<file path="src/design/tgbd_pkg.sv">
package tgbd_pkg;

	// Default table depth
	localparam int unsigned DEF_MAX_TILESETS = 8;

	// Field widths
	localparam int unsigned GID_W     = 29;
	localparam int unsigned COL_W     = 12;
	localparam int unsigned PIX_W     = 8;
	localparam int unsigned TSZ_W     = 9;
	localparam int unsigned SZ_W      = 10;
	localparam int unsigned CELL_W    = 10;
	localparam int unsigned DST_W     = 19;
	localparam int unsigned SRC_W     = 25;
	localparam int unsigned QUOT_W    = 16;
	localparam int unsigned IDX_MAX_W = 5;
	localparam int unsigned CNT_W     = 4;
	localparam int unsigned ROT_W     = 2;
	localparam int unsigned FLAG_W    = 3;

	// Flip flag positions inside the three flag bits
	localparam int unsigned FLAG_H = 2;
	localparam int unsigned FLAG_V = 1;
	localparam int unsigned FLAG_D = 0;

	localparam logic [SRC_W-1:0] SRC_SAT = '1;

	// Register indexes of the configuration port
	typedef enum logic [1:0] {
		CFG_TILE_W    = 2'd0,
		CFG_TILE_H    = 2'd1,
		CFG_SET_COUNT = 2'd2
	} cfg_addr_t;

	typedef enum logic [ROT_W-1:0] {
		ROT_NONE = 2'd0,
		ROT_90   = 2'd1,
		ROT_270  = 2'd2
	} rot_t;

	// Per-tile data carried alongside the divider
	typedef struct packed {
		logic                 drawn;
		logic [IDX_MAX_W-1:0] idx;
		logic [PIX_W-1:0]     margin;
		logic [SZ_W-1:0]      pitch_x;
		logic [SZ_W-1:0]      pitch_y;
		logic [SZ_W-1:0]      sw;
		logic [SZ_W-1:0]      sh;
		logic [DST_W-1:0]     dst_x;
		logic [DST_W-1:0]     dst_y;
		rot_t                 rot;
	} side_t;

endpackage

</file>
<file path="src/design/tgbd_div.sv">
module tgbd_div import tgbd_pkg::*; (
	input  logic              clk,
	input  logic              arst_n,
	input  logic              en,
	input  logic              in_vld,
	input  side_t             in_side,
	input  logic [QUOT_W-1:0] dividend,
	input  logic [COL_W-1:0]  divisor,
	output logic              out_vld,
	output side_t             out_side,
	output logic [QUOT_W-1:0] quo,
	output logic [COL_W-1:0]  rem
);

	// Index 0 is the input, index k holds the word after k quotient bits
	logic              vld_s  [QUOT_W+1];
	side_t             side_s [QUOT_W+1];
	logic [QUOT_W-1:0] num_s  [QUOT_W+1];
	logic [QUOT_W-1:0] quo_s  [QUOT_W+1];
	logic [COL_W-1:0]  rem_s  [QUOT_W+1];
	logic [COL_W-1:0]  dvs_s  [QUOT_W+1];

	assign vld_s[0]  = in_vld;
	assign side_s[0] = in_side;
	assign num_s[0]  = dividend;
	assign quo_s[0]  = '0;
	assign rem_s[0]  = '0;
	assign dvs_s[0]  = divisor;

	for (genvar k = 0; k < QUOT_W; k++) begin : g_step
		logic [COL_W:0] trial;
		logic [COL_W:0] diff;
		logic           ge;

		// One restoring step: shift in the next dividend bit, subtract if it fits
		always_comb begin
			trial = {rem_s[k], num_s[k][QUOT_W-1]};
			diff  = trial - {1'b0, dvs_s[k]};
			ge    = trial >= {1'b0, dvs_s[k]};
		end

		always_ff @(posedge clk or negedge arst_n) begin
			if (!arst_n) begin
				vld_s[k+1] <= 1'b0;
			end else if (en) begin
				vld_s[k+1] <= vld_s[k];
			end
		end

		always_ff @(posedge clk) begin
			if (en) begin
				side_s[k+1] <= side_s[k];
				num_s[k+1]  <= {num_s[k][QUOT_W-2:0], 1'b0};
				quo_s[k+1]  <= {quo_s[k][QUOT_W-2:0], ge};
				rem_s[k+1]  <= ge ? diff[COL_W-1:0] : trial[COL_W-1:0];
				dvs_s[k+1]  <= dvs_s[k];
			end
		end
	end

	assign out_vld  = vld_s[QUOT_W];
	assign out_side = side_s[QUOT_W];
	assign quo      = quo_s[QUOT_W];
	assign rem      = rem_s[QUOT_W];

endmodule

</file>
<file path="config.mk">
export PLATFORM = sky130hd
export DESIGN_NAME = tgbd_div
export DESIGN_NICKNAME = d
export VERILOG_FILES = /design/src/design/tgbd_pkg.sv /design/src/design/tgbd_div.sv
export SDC_FILE = /design/constraint.sdc
export NUM_CORES = 2
export LEC_CHECK = 0
export BUFFER_PORTS_ARGS = -buffer_cell sky130_fd_sc_hd__buf_2
export CAP_MARGIN = 30
export CORE_MARGIN = 5
export CORE_UTILIZATION = 30
export CTS_CLUSTER_DIAMETER = 40
export DETAILED_ROUTE_END_ITERATION = 8
export GPL_TIMING_DRIVEN = 0
export PLACE_DENSITY = 0.51
export SLEW_MARGIN = 20
export SYNTH_ARGS = -nofsm -noshare
export SYNTH_HDL_FRONTEND = slang
export SYNTH_SLANG_ARGS = --single-unit
</file>
<file path="constraint.sdc">
create_clock -name clk -period 2.5 [get_ports clk]
set_clock_uncertainty 0.15 [all_clocks]
set_input_delay 0.25 -clock clk [delete_from_list [all_inputs] [get_ports clk]]
set_output_delay 0.25 -clock clk [all_outputs]
set_load 0.05 [all_outputs]
</file>
==> metrics.csv <==
metric,value,unit
synth_cells,3865,
synth_top_area_share,0.8290,
synth_area_leaders,"edfxtp_1, ha_1, mux2_2, buf_4, inv_1",
finalInstanceArea,103300,sq um
num_rows,186,
io_buffers,248,
clockBufferDepth,4,
cts_max_level,5,
dpl.hpwl,66.71,mm
p_seq_frac,0.387,
die_y,517.4,um
dr_total_vias,36340,
drt_first_iter_violations,2015,
rsz0062_at_grt,yes,
clock_sinks,2148,
r2r-end,g_step[2].trial[8]$_DFFE_PP_,
drc_errors,0,
internal-power,88.72,mW
grt_pass1_vias,38040,
wirelength,124.5,mm
postSynthAreaPerCell,19.98,sq um
path_cells,ha_4 -> and4_4 -> a221oi_2 -> a21oi_2 -> or4b_4 -> buf_8 -> mux2_4,
synth-edff-count,2132,
ios,249,
grt_util_met1,0.1086,
critical_path_buf_inv_count,1,
p_sw_frac,0.2520,
worstPathArrival,3.16,ns
die_area,267700,sq um
top_usage_layer,met2,
pwr-share-comb,0.189,
place_ws,-2.041,ns
ys_seq_elements,2148,
whs,0.1030,ns
global_route.usage.met2,0.1476,
cp_max_fo,7,
finalSetupViolations,153,
nNetsFinal,5332,
core_area,256500,sq um
grt_util_met3,0.02108,
worst_slack,-0.2160,ns
cellLeakagePower,38.04,nW
worst_pin_slew,0.8789,ns
fp.dieW,517.4,um
async_flop_share,0.007449,
critPathKind,reg -> reg,
layout-drive-gt1-share,0.3236,
synth_cell_types,67,
reg2reg_slack,-0.22,ns
worstRegToRegCells,7,
finalHoldViolations,0,
relSlewSlack,0.4141,
clkTransAtPathRegs,0.05,ns
ys_seq_area_frac,0.8342,
min_path_type,in -> reg,
violations,setup timing,
yosys-top-cells-count,"edfxtp_1, inv_1, ha_1",
first_pass_iters,7,
worst-path-stages,7,
start_util,0.3011,
cts_root_buffer,clkbuf_16,
post-route-period-util,1.086,
yosysMostFrequentCell,edfxtp_1,
peakVddDrop,668.4,uV
synth_top_area_cell,edfxtp_1,
required,2.94,ns
syn_nets,4188,
placed_area,83480,sq um
cts_buffers,365,
viasPerCell,4.172,
endpoint_kind,flop,
drv_slew,0,
status,"complete, but fails checks",
grt-ovfl-total,0,
crit_start,dvs_s[180]$_DFFE_PP_,
post-route-min-period,2.716,ns
wl_per_cell,14.29,um
endpoint,g_step[2].trial[8]$_DFFE_PP_,
yosys_warnings,0,
postRouteAntennaNets,0,
switchingPower,29.89,mW
cp_slowest_cell,or4b_4,
clkPwrFrac,0.423,
grt_pass1_wl,197.7,mm
cts_tree,yes,
areaGrowthSynthToFinish,33.75,%
synthFlopType,edfxtp_1,
power_density,1148,nW/um^2
timing.rr.start,dvs_s[180]$_DFFE_PP_,
max_stage_delay,0.56,ns
drv_cap,0,
crit_family,simple AND/OR/NAND/NOR gates,
track_usage,0.08995,
antenna_found_initial,2,
grt_max_degree,149,
gp_congestion,0.8020,
max_freq,368.2,MHz
syn-cell-area,77230,sq um
insertion_delay,0.87,ns
finalSetupTns,-20.64,ns
startpoint_type,flop,
## worst reg2reg max path, cell delays in order, from the launching register on
cell,delay [ns]
edfxtp_1,0.45
ha_4,0.27
and4_4,0.19
a221oi_2,0.25
a21oi_2,0.10
or4b_4,0.56
buf_8,0.17
mux2_4,0.30
## per-stage QoR
| stage | total power [mW] | utilization | instances |
|---|---|---|---|
| floorplan | 58.61 | - | 3865 |
| global route | 124.3 | 0.4028 | 8710 |
| finish | 118.6 | 0.4028 | 8710 |
| detailed placement | 62.88 | 0.3255 | 7514 |
| global placement | 61.26 | 0.3236 | 7497 |
| CTS | 118.7 | 0.3972 | 8626 |
## cell families after synthesis
family,after synthesis,synth area share
AOI/OAI and AO/OA,408,0.03725
xor gates and xnor gates,105,0.01191
adders and majority gates,197,0.03337
buffers and inverters,396,0.02548
DFF,2148,0.8342
muxes,175,0.02529
and+or+nand+nor,436,0.03253
## worst min-delay path by stage
| stage | from | end | slack, ns | depth (start not counted) |
|---|---|---|---|---|
| after floorplan | arst_n | out_vld$_DFFE_PN0P_ | -0.20 | 0 |
| after CTS | dividend[15] | g_step[1].trial[1]$_DFFE_PP_ | 0.01 | 4 |
| final | dividend[15] | g_step[1].trial[1]$_DFFE_PP_ | 0.10 | 4 |
| after global placement | arst_n | out_vld$_DFFE_PN0P_ | 0.02 | 1 |
| after global routing | dividend[15] | g_step[1].trial[1]$_DFFE_PP_ | 0.08 | 4 |
| after detailed placement | arst_n | out_vld$_DFFE_PN0P_ | 0.03 | 1 |
## metal layers
| metal | wire [um] | vias up |
|---|---|---|
| met5 | 0 | - |
| met4 | 6591 | 0 |
| met3 | 5883 | 445 |
| met2 | 59290 | 805 |
| met1 | 52720 | 17770 |
| li1 | - | 17320 |
## layout make-up
class                      count  area, sq um
buffer                       151         1159
timing repair buffer         781         6903
antenna                        1        2.502
sequential                  2148        64420
multi-input combinational   1321        12940
inverter                     241        912.1
tap                         3384         4234
clock buffer                 403         9319
fill                       22800       153200
clock inverter               280         3405
## power by group through the flow
stage	Clock (mW)	Combinational, mW	Sequential, mW
2_1_floorplan	0	12.4	46.2
3_3_place_gp	0	14.2	47.0
3_5_place_dp	0	16.4	46.5
4_1_cts	52.0	20.9	45.9
5_1_grt	53.6	24.3	46.3
6_report	50.2	22.5	46.0
## placed cells by master, fill, tap and decap left out, types with 44 or more instances in the layout
cell           netlist  routed
o21a_1              64      64
edfxtp_1          2132    2132
inv_1              241     197
mux2_4               6     123
dlygate4sd3_1        0     253
buf_6                3      59
nor2b_1             70      51
bufinv_16            0      47
nand2_1             62      62
ha_1               182      97
clkbuf_16            0     369
buf_2                4     250
clkinv_2             0      57
ha_4                 0      61
a21oi_1             94      64
xor2_1              44      44
nor3_1              48      45
xnor2_1             61      61
nor2_1              99      84
buf_4              121     291
clkbuf_1            18      52
## registers in the layout, summed over array words and instances, names as in the netlist
register / cells
g_step.trial: 195
side_s: 1410
quo_s: 120
vld_s: 15
out_vld: 1
dvs_s: 180
rem: 12
out_side: 94
num_s: 105
quo: 16
## what timing repair did
item | 4_1_cts | 5_1_grt
setup endpoints to repair | 776 | 192
setup buffers | 153 | 93
resized for setup | 310 | 201
gates cloned | 20 | 2
hold buffers | 260 | 0
pin swaps | 82 | 126
hold endpoints to repair | 489 | 0
Note: power is estimated with default switching activity, not from simulation.
