**config.mk**
```make
export PLATFORM = sky130hd
export DESIGN_NAME = tgbd_lookup
export DESIGN_NICKNAME = d
export VERILOG_FILES = /design/src/design/tgbd_pkg.sv /design/src/design/tgbd_lookup.sv
export SDC_FILE = /design/constraint.sdc
export NUM_CORES = 2
export LEC_CHECK = 0
export ABC_AREA = 1
export BUFFER_PORTS_ARGS = -buffer_cell sky130_fd_sc_hd__buf_2
export CAP_MARGIN = 40
export CORE_ASPECT_RATIO = 1.1
export CORE_MARGIN = 2
export CORE_UTILIZATION = 40
export DETAILED_ROUTE_END_ITERATION = 10
export PLACE_DENSITY_LB_ADDON = 0.3
export SETUP_SLACK_MARGIN = 0.1
export SYNTH_ARGS = -nofsm -noshare
export SYNTH_HDL_FRONTEND = slang
export SYNTH_SLANG_ARGS = --single-unit
```
**constraint.sdc**
```tcl
create_clock -name clk -period 11.38 [get_ports clk]
set_input_delay 1.138 -clock clk [delete_from_list [all_inputs] [get_ports clk]]
set_output_delay 1.138 -clock clk [all_outputs]
set_load 0.005 [all_outputs]
```
**src/design/tgbd_pkg.sv**
```systemverilog
package tgbd_pkg;

	// Default table depth
	localparam int unsigned DEF_MAX_TILESETS = 8;

	// Field widths
	localparam int unsigned GID_W     = 29;
	localparam int unsigned COL_W     = 12;
	localparam int unsigned PIX_W     = 8;
	localparam int unsigned TSZ_W     = 9;
	localparam int unsigned SZ_W      = 10;
	localparam int unsigned CELL_W    = 10;
	localparam int unsigned DST_W     = 19;
	localparam int unsigned SRC_W     = 25;
	localparam int unsigned QUOT_W    = 16;
	localparam int unsigned IDX_MAX_W = 5;
	localparam int unsigned CNT_W     = 4;
	localparam int unsigned ROT_W     = 2;
	localparam int unsigned FLAG_W    = 3;

	// Flip flag positions inside the three flag bits
	localparam int unsigned FLAG_H = 2;
	localparam int unsigned FLAG_V = 1;
	localparam int unsigned FLAG_D = 0;

	localparam logic [SRC_W-1:0] SRC_SAT = '1;

	// Register indexes of the configuration port
	typedef enum logic [1:0] {
		CFG_TILE_W    = 2'd0,
		CFG_TILE_H    = 2'd1,
		CFG_SET_COUNT = 2'd2
	} cfg_addr_t;

	typedef enum logic [ROT_W-1:0] {
		ROT_NONE = 2'd0,
		ROT_90   = 2'd1,
		ROT_270  = 2'd2
	} rot_t;

	// Per-tile data carried alongside the divider
	typedef struct packed {
		logic                 drawn;
		logic [IDX_MAX_W-1:0] idx;
		logic [PIX_W-1:0]     margin;
		logic [SZ_W-1:0]      pitch_x;
		logic [SZ_W-1:0]      pitch_y;
		logic [SZ_W-1:0]      sw;
		logic [SZ_W-1:0]      sh;
		logic [DST_W-1:0]     dst_x;
		logic [DST_W-1:0]     dst_y;
		rot_t                 rot;
	} side_t;

endpackage

```
**src/design/tgbd_lookup.sv**
```systemverilog
module tgbd_lookup import tgbd_pkg::*; #(
	parameter int unsigned MAX_TILESETS = DEF_MAX_TILESETS,
	parameter int unsigned IDX_W = (MAX_TILESETS > 1) ? $clog2(MAX_TILESETS) : 1
) (
	input  logic              clk,
	input  logic              arst_n,
	input  logic              en,
	input  logic              in_acc,
	input  logic              mode,
	input  logic [IDX_W-1:0]  entry_index,
	input  logic [GID_W-1:0]  first_gid,
	input  logic [COL_W-1:0]  sheet_columns,
	input  logic [PIX_W-1:0]  sheet_margin,
	input  logic [PIX_W-1:0]  sheet_spacing,
	input  logic [TSZ_W-1:0]  sheet_tile_width,
	input  logic [TSZ_W-1:0]  sheet_tile_height,
	input  logic              has_texture,
	input  logic [31:0]       raw_word,
	input  logic [CELL_W-1:0] cell_x,
	input  logic [CELL_W-1:0] cell_y,
	input  logic [TSZ_W-1:0]  map_w,
	input  logic [TSZ_W-1:0]  map_h,
	input  logic [CNT_W-1:0]  set_count,
	output logic              vld_s2,
	output side_t             side_s2,
	output logic [QUOT_W-1:0] local_s2,
	output logic [COL_W-1:0]  cols_s2
);

	localparam int unsigned UW = 6;
	localparam int unsigned IDX1_W = IDX_W + 1;

	logic [GID_W-1:0] tbl_first_q [MAX_TILESETS];
	logic [COL_W-1:0] tbl_cols_q  [MAX_TILESETS];
	logic [PIX_W-1:0] tbl_marg_q  [MAX_TILESETS];
	logic [PIX_W-1:0] tbl_spac_q  [MAX_TILESETS];
	logic [TSZ_W-1:0] tbl_tw_q    [MAX_TILESETS];
	logic [TSZ_W-1:0] tbl_th_q    [MAX_TILESETS];
	logic             tbl_tex_q   [MAX_TILESETS];

	logic [GID_W-1:0] gid;
	logic [UW-1:0]    used;
	logic             hit;
	logic [IDX_W-1:0] sel;

	logic              vld_s1;
	logic              hit_s1;
	logic [IDX_W-1:0]  idx_s1;
	logic [GID_W-1:0]  gid_s1;
	logic [GID_W-1:0]  first_s1;
	logic [COL_W-1:0]  cols_s1;
	logic [PIX_W-1:0]  marg_s1;
	logic [PIX_W-1:0]  spac_s1;
	logic [TSZ_W-1:0]  tw_s1;
	logic [TSZ_W-1:0]  th_s1;
	logic              tex_s1;
	logic [FLAG_W-1:0] flags_s1;
	logic [CELL_W-1:0] cx_s1;
	logic [CELL_W-1:0] cy_s1;

	logic [GID_W-1:0]  rel_id;
	logic              ok;
	logic [SZ_W-1:0]   tw_ext;
	logic [SZ_W-1:0]   th_ext;
	logic [SZ_W-1:0]   sw;
	logic [SZ_W-1:0]   sh;
	logic [TSZ_W-1:0]  shift_x;
	logic [TSZ_W-1:0]  shift_y;
	rot_t              rot;
	logic [DST_W:0]    dst_x_full;
	logic [DST_W:0]    dst_y_full;
	side_t             side_d;

	// Write one table entry per load word
	always_ff @(posedge clk) begin
		if (in_acc && !mode && ({1'b0, entry_index} < IDX1_W'(MAX_TILESETS))) begin
			tbl_first_q[entry_index] <= first_gid;
			tbl_cols_q[entry_index]  <= sheet_columns;
			tbl_marg_q[entry_index]  <= sheet_margin;
			tbl_spac_q[entry_index]  <= sheet_spacing;
			tbl_tw_q[entry_index]    <= sheet_tile_width;
			tbl_th_q[entry_index]    <= sheet_tile_height;
			tbl_tex_q[entry_index]   <= has_texture;
		end
	end

	// Find the highest entry in use whose first id does not exceed the id
	always_comb begin
		gid  = raw_word[GID_W-1:0];
		used = ({2'b00, set_count} > UW'(MAX_TILESETS)) ? UW'(MAX_TILESETS)
			: {2'b00, set_count};
		hit  = 1'b0;
		sel  = '0;
		for (int i = 0; i < MAX_TILESETS; i++) begin
			if ((UW'(i) < used) && (tbl_first_q[i] <= gid)) begin
				hit = 1'b1;
				sel = IDX_W'(i);
			end
		end
	end

	always_ff @(posedge clk or negedge arst_n) begin
		if (!arst_n) begin
			vld_s1 <= 1'b0;
		end else if (en) begin
			vld_s1 <= in_acc && mode;
		end
	end

	// Latch the chosen entry
	always_ff @(posedge clk) begin
		if (en) begin
			hit_s1   <= hit && (gid != '0);
			idx_s1   <= sel;
			gid_s1   <= gid;
			first_s1 <= tbl_first_q[sel];
			cols_s1  <= tbl_cols_q[sel];
			marg_s1  <= tbl_marg_q[sel];
			spac_s1  <= tbl_spac_q[sel];
			tw_s1    <= tbl_tw_q[sel];
			th_s1    <= tbl_th_q[sel];
			tex_s1   <= tbl_tex_q[sel];
			flags_s1 <= raw_word[31:29];
			cx_s1    <= cell_x;
			cy_s1    <= cell_y;
		end
	end

	// Local id, skip checks, flips and destination corner
	always_comb begin
		rel_id = gid_s1 - first_s1;
		ok = hit_s1 && tex_s1 && (cols_s1 != '0) && (rel_id[GID_W-1:QUOT_W] == '0);
		tw_ext  = {1'b0, tw_s1};
		th_ext  = {1'b0, th_s1};
		sw      = tw_ext;
		sh      = th_ext;
		shift_x = '0;
		shift_y = '0;
		rot     = ROT_NONE;
		if (flags_s1[FLAG_D]) begin
			if (flags_s1[FLAG_H]) begin
				rot     = ROT_90;
				shift_x = map_w;
				if (flags_s1[FLAG_V]) sw = -tw_ext;
			end else begin
				rot     = ROT_270;
				shift_y = map_h;
				if (!flags_s1[FLAG_V]) sw = -tw_ext;
			end
		end else begin
			if (flags_s1[FLAG_H]) sw = -tw_ext;
			if (flags_s1[FLAG_V]) sh = -th_ext;
		end
		dst_x_full = (DST_W+1)'(cx_s1) * (DST_W+1)'(map_w) + (DST_W+1)'(shift_x);
		dst_y_full = (DST_W+1)'(cy_s1) * (DST_W+1)'(map_h) + (DST_W+1)'(shift_y);

		side_d.drawn   = ok;
		side_d.idx     = IDX_MAX_W'(idx_s1);
		side_d.margin  = marg_s1;
		side_d.pitch_x = tw_ext + {2'b00, spac_s1};
		side_d.pitch_y = th_ext + {2'b00, spac_s1};
		side_d.sw      = sw;
		side_d.sh      = sh;
		side_d.dst_x   = dst_x_full[DST_W-1:0];
		side_d.dst_y   = dst_y_full[DST_W-1:0];
		side_d.rot     = rot;
	end

	always_ff @(posedge clk or negedge arst_n) begin
		if (!arst_n) begin
			vld_s2 <= 1'b0;
		end else if (en) begin
			vld_s2 <= vld_s1;
		end
	end

	always_ff @(posedge clk) begin
		if (en) begin
			side_s2  <= side_d;
			local_s2 <= rel_id[QUOT_W-1:0];
			cols_s2  <= cols_s1;
		end
	end

endmodule

```
==> metrics.cfg <==
[run_status]
status = finished clean

[clock_tree]
cts_made_buffers = 95
post-cts-setup-buffers = 0
cts.repair.resized = 0
path_clk_slew_ns = 0.06
clk_latency_ns = 0.72
root_buffer = clkbuf_16
cts_tree = done
cts_max_level = 3
clk_path_buf_depth = 3
cts_hold_buf = 0
cts_num_sinks = 862

[routing]
drtIter0Drc = 2849
drc_errors = 0
wl_um = 134000
vias = 35300
detail_route.wl_per_cell_um = 18.9
vias_per_cell = 4.99
first_pass_iters = 6
ant_nets = 0

[setup_path]
startpoint = raw_word[24]
arrival_ns = 6.60
r2r-start = cx_s1[5]
endpoint = first_s1[18]
worst-path-max-fanout = 112
crit_path_end_kind = flip-flop
cp-start-kind = input pin
reg2reg_setup_slack_ns = 5.77
critPathKind = in -> reg
reg2reg_to = side_s2[37]
worst_r2r_path_depth = 20
critical_path_required_ns = 11.95

[synthesis]
ys_top_cells_by_area = edfxtp_1 (52%), ha_1 (9.8%), nand2_1 (9.2%)
synthTopCellsByCount = nand2_1 (1209), inv_1 (1053), edfxtp_1 (860)
synthesis.area_um2 = 49500
yosysTopAreaCell = edfxtp_1
synth.most_common_cell = nand2_1
syn_avg_cell_area_um2 = 9.70
synth_edf_count = 860
synth-async-reset-ratio_pct = 0.232
ys_types = 40
synth-seq-cells = 862
ys_seq_area_share_pct = 52.2
synth_warnings = 0
synth-main-ff-cell = edfxtp_1
yosysTopAreaCellShare_pct = 52.1
syn_inst = 5105

[power]
ir_drop_uv = 111
powerDensity_nw_per_um2 = 176
leakagePower_nw = 26.6

[global_route]
antenna_found_initial = 37
overflow = 0
grt_start_max_net_pins = 197
grtUsageTotal_pct = 21.0
grt_pass1_vias = 34600
grt_pass1_wl_um = 205000

[hold_path]
hold_path_class = in -> async

[place]
io_buffers = 278
hpwl_um = 90900
gp_congestion = 0.931

[floorplanning]
start_util_pct = 40.3
ios = 281
floorplan.core_area_um2 = 123000
die-area_um2 = 127000
rows = 135
chipWidth_um = 340
chipHeight_um = 373

[sta]
fmax_mhz = 166
timing_hold_violations_final = 0
fin_crit_sh_pct = 53.0
final.min_clock_period_ns = 6.03
fin_setup_tns_ns = 0
finClkSkew_ns = 0.0528
max_slew_margin_pct = 37.9
finalSetupViolCount = 0
worst_slew_pin_slew_ns = 0.931
rsz0062_at_grt = no
final_max_slew_viol_count = 0

[final_layout]
nets = 6007
fin_util_pct = 45.4
drive_above_1_share_pct = 8.94
syn_to_final_growth_pct = 12.7

[flow_run]
cap_violations = 0

==> layout make-up <==
cell class | instances | area, um^2
antenna | 16 | 40.0
clock buffer | 108 | 2450
clock inverter | 68 | 724
fill | 11500 | 67100
inverter | 1055 | 3970
multi-input combinational | 3001 | 18800
sequential | 862 | 25900
tap | 1644 | 2060
timing repair buffer | 319 | 1900
==> power breakdown <==
group,switching [mW],total (mW),internal [mW],leakage [nW]
clock,1.34,3.11,1.77,1.53
combinational,1.75,2.75,0.998,17.1
sequential,0.124,3.98,3.86,8.00
total,3.22,9.85,6.63,26.6
==> worst min path at each step <==
stage,startpoint,to,depth (start not counted)
final,arst_n,vld_s2,1
after global routing,arst_n,vld_s2,1
after CTS,arst_n,vld_s2,1
after detailed placement,marg_s1[7],side_s2[87],0
after global placement,idx_s1[1],side_s2[89],0
after floorplan,marg_s1[0],side_s2[80],0
==> sequential cells by signal, indices dropped and copies added, names as in the netlist, 12 cells and up <==
| register | cells |
|---|---|
| tbl_cols_q | 96 |
| tbl_th_q | 72 |
| cols_s1 | 12 |
| tbl_first_q | 232 |
| side_s2 | 92 |
| tbl_tw_q | 72 |
| cols_s2 | 12 |
| first_s1 | 29 |
| gid_s1 | 29 |
| tbl_spac_q | 64 |
| tbl_marg_q | 64 |
| local_s2 | 16 |
==> stage by stage <==
step	total power, mW	setup WS [ns]	instance area, um^2	cells	hold WS [ns]
2_1_floorplan	5.91	5.48	49500	5106	0.400
3_3_place_gp	6.76	4.55	52400	6870	0.401
3_5_place_dp	6.80	4.66	52600	6881	0.405
4_1_cts	9.94	5.43	55800	7057	0.177
5_1_grt	10.4	5.06	55800	7063	0.205
6_report	9.85	5.35	55800	7073	0.231
==> worst max-delay path, stage by stage <==
cell      delay, ns
buf_2          0.16
inv_1          0.22
ha_1           0.41
nand4_1        0.20
nor3_1         0.33
nand3_1        0.13
a21oi_1        0.14
o21ai_1        0.14
nand2_8        0.63
nand3_4        0.77
clkinv_4       0.84
buf_4          0.55
buf_12         0.30
nand3_1        0.13
nand2_1        0.12
nand2_1        0.06
nand2_1        0.08
==> cells in the final DEF (no fill, tap or decap), types with 14 or more instances in the layout <==
cell type  count
nand2_1     1209
nor4_1        24
xor2_1        56
xnor2_1       28
o21ai_0       80
clkinv_2      25
nand3_1      663
inv_1       1053
diode_2       16
nand4_1       24
nor2_1       111
buf_2        277
clkbuf_16     96
fa_1         127
a21oi_1      186
edfxtp_1     860
ha_1         388
clkinv_1      14
buf_4         29
nor3_1        26
==> kinds of logic (layout without fill, tap and decap cells) <==
group | count (synthesis) | in the layout | share of synthesized area [%]
xor gates and xnor gates | 84 | 84 | 1.49
and+or+nand+nor | 2076 | 2076 | 17.8
AOI/OAI and AO/OA | 324 | 324 | 3.54
buffers and inverters | 1243 | 1550 | 10.0
adders and majority gates | 515 | 515 | 14.9
other | 1 | 18 | 0.00757
DFF | 862 | 862 | 52.2
==> routing by layer <==
metal,track usage [%],share of wire [%],vias to the layer above
met5,0,0.15,-
met4,8.24,3.5,32
met3,3.87,6.7,274
met2,34.7,47,1066
met1,27.4,42,16800
li1,-,-,17100
No activity file was read; power rests on OpenSTA's default activity.
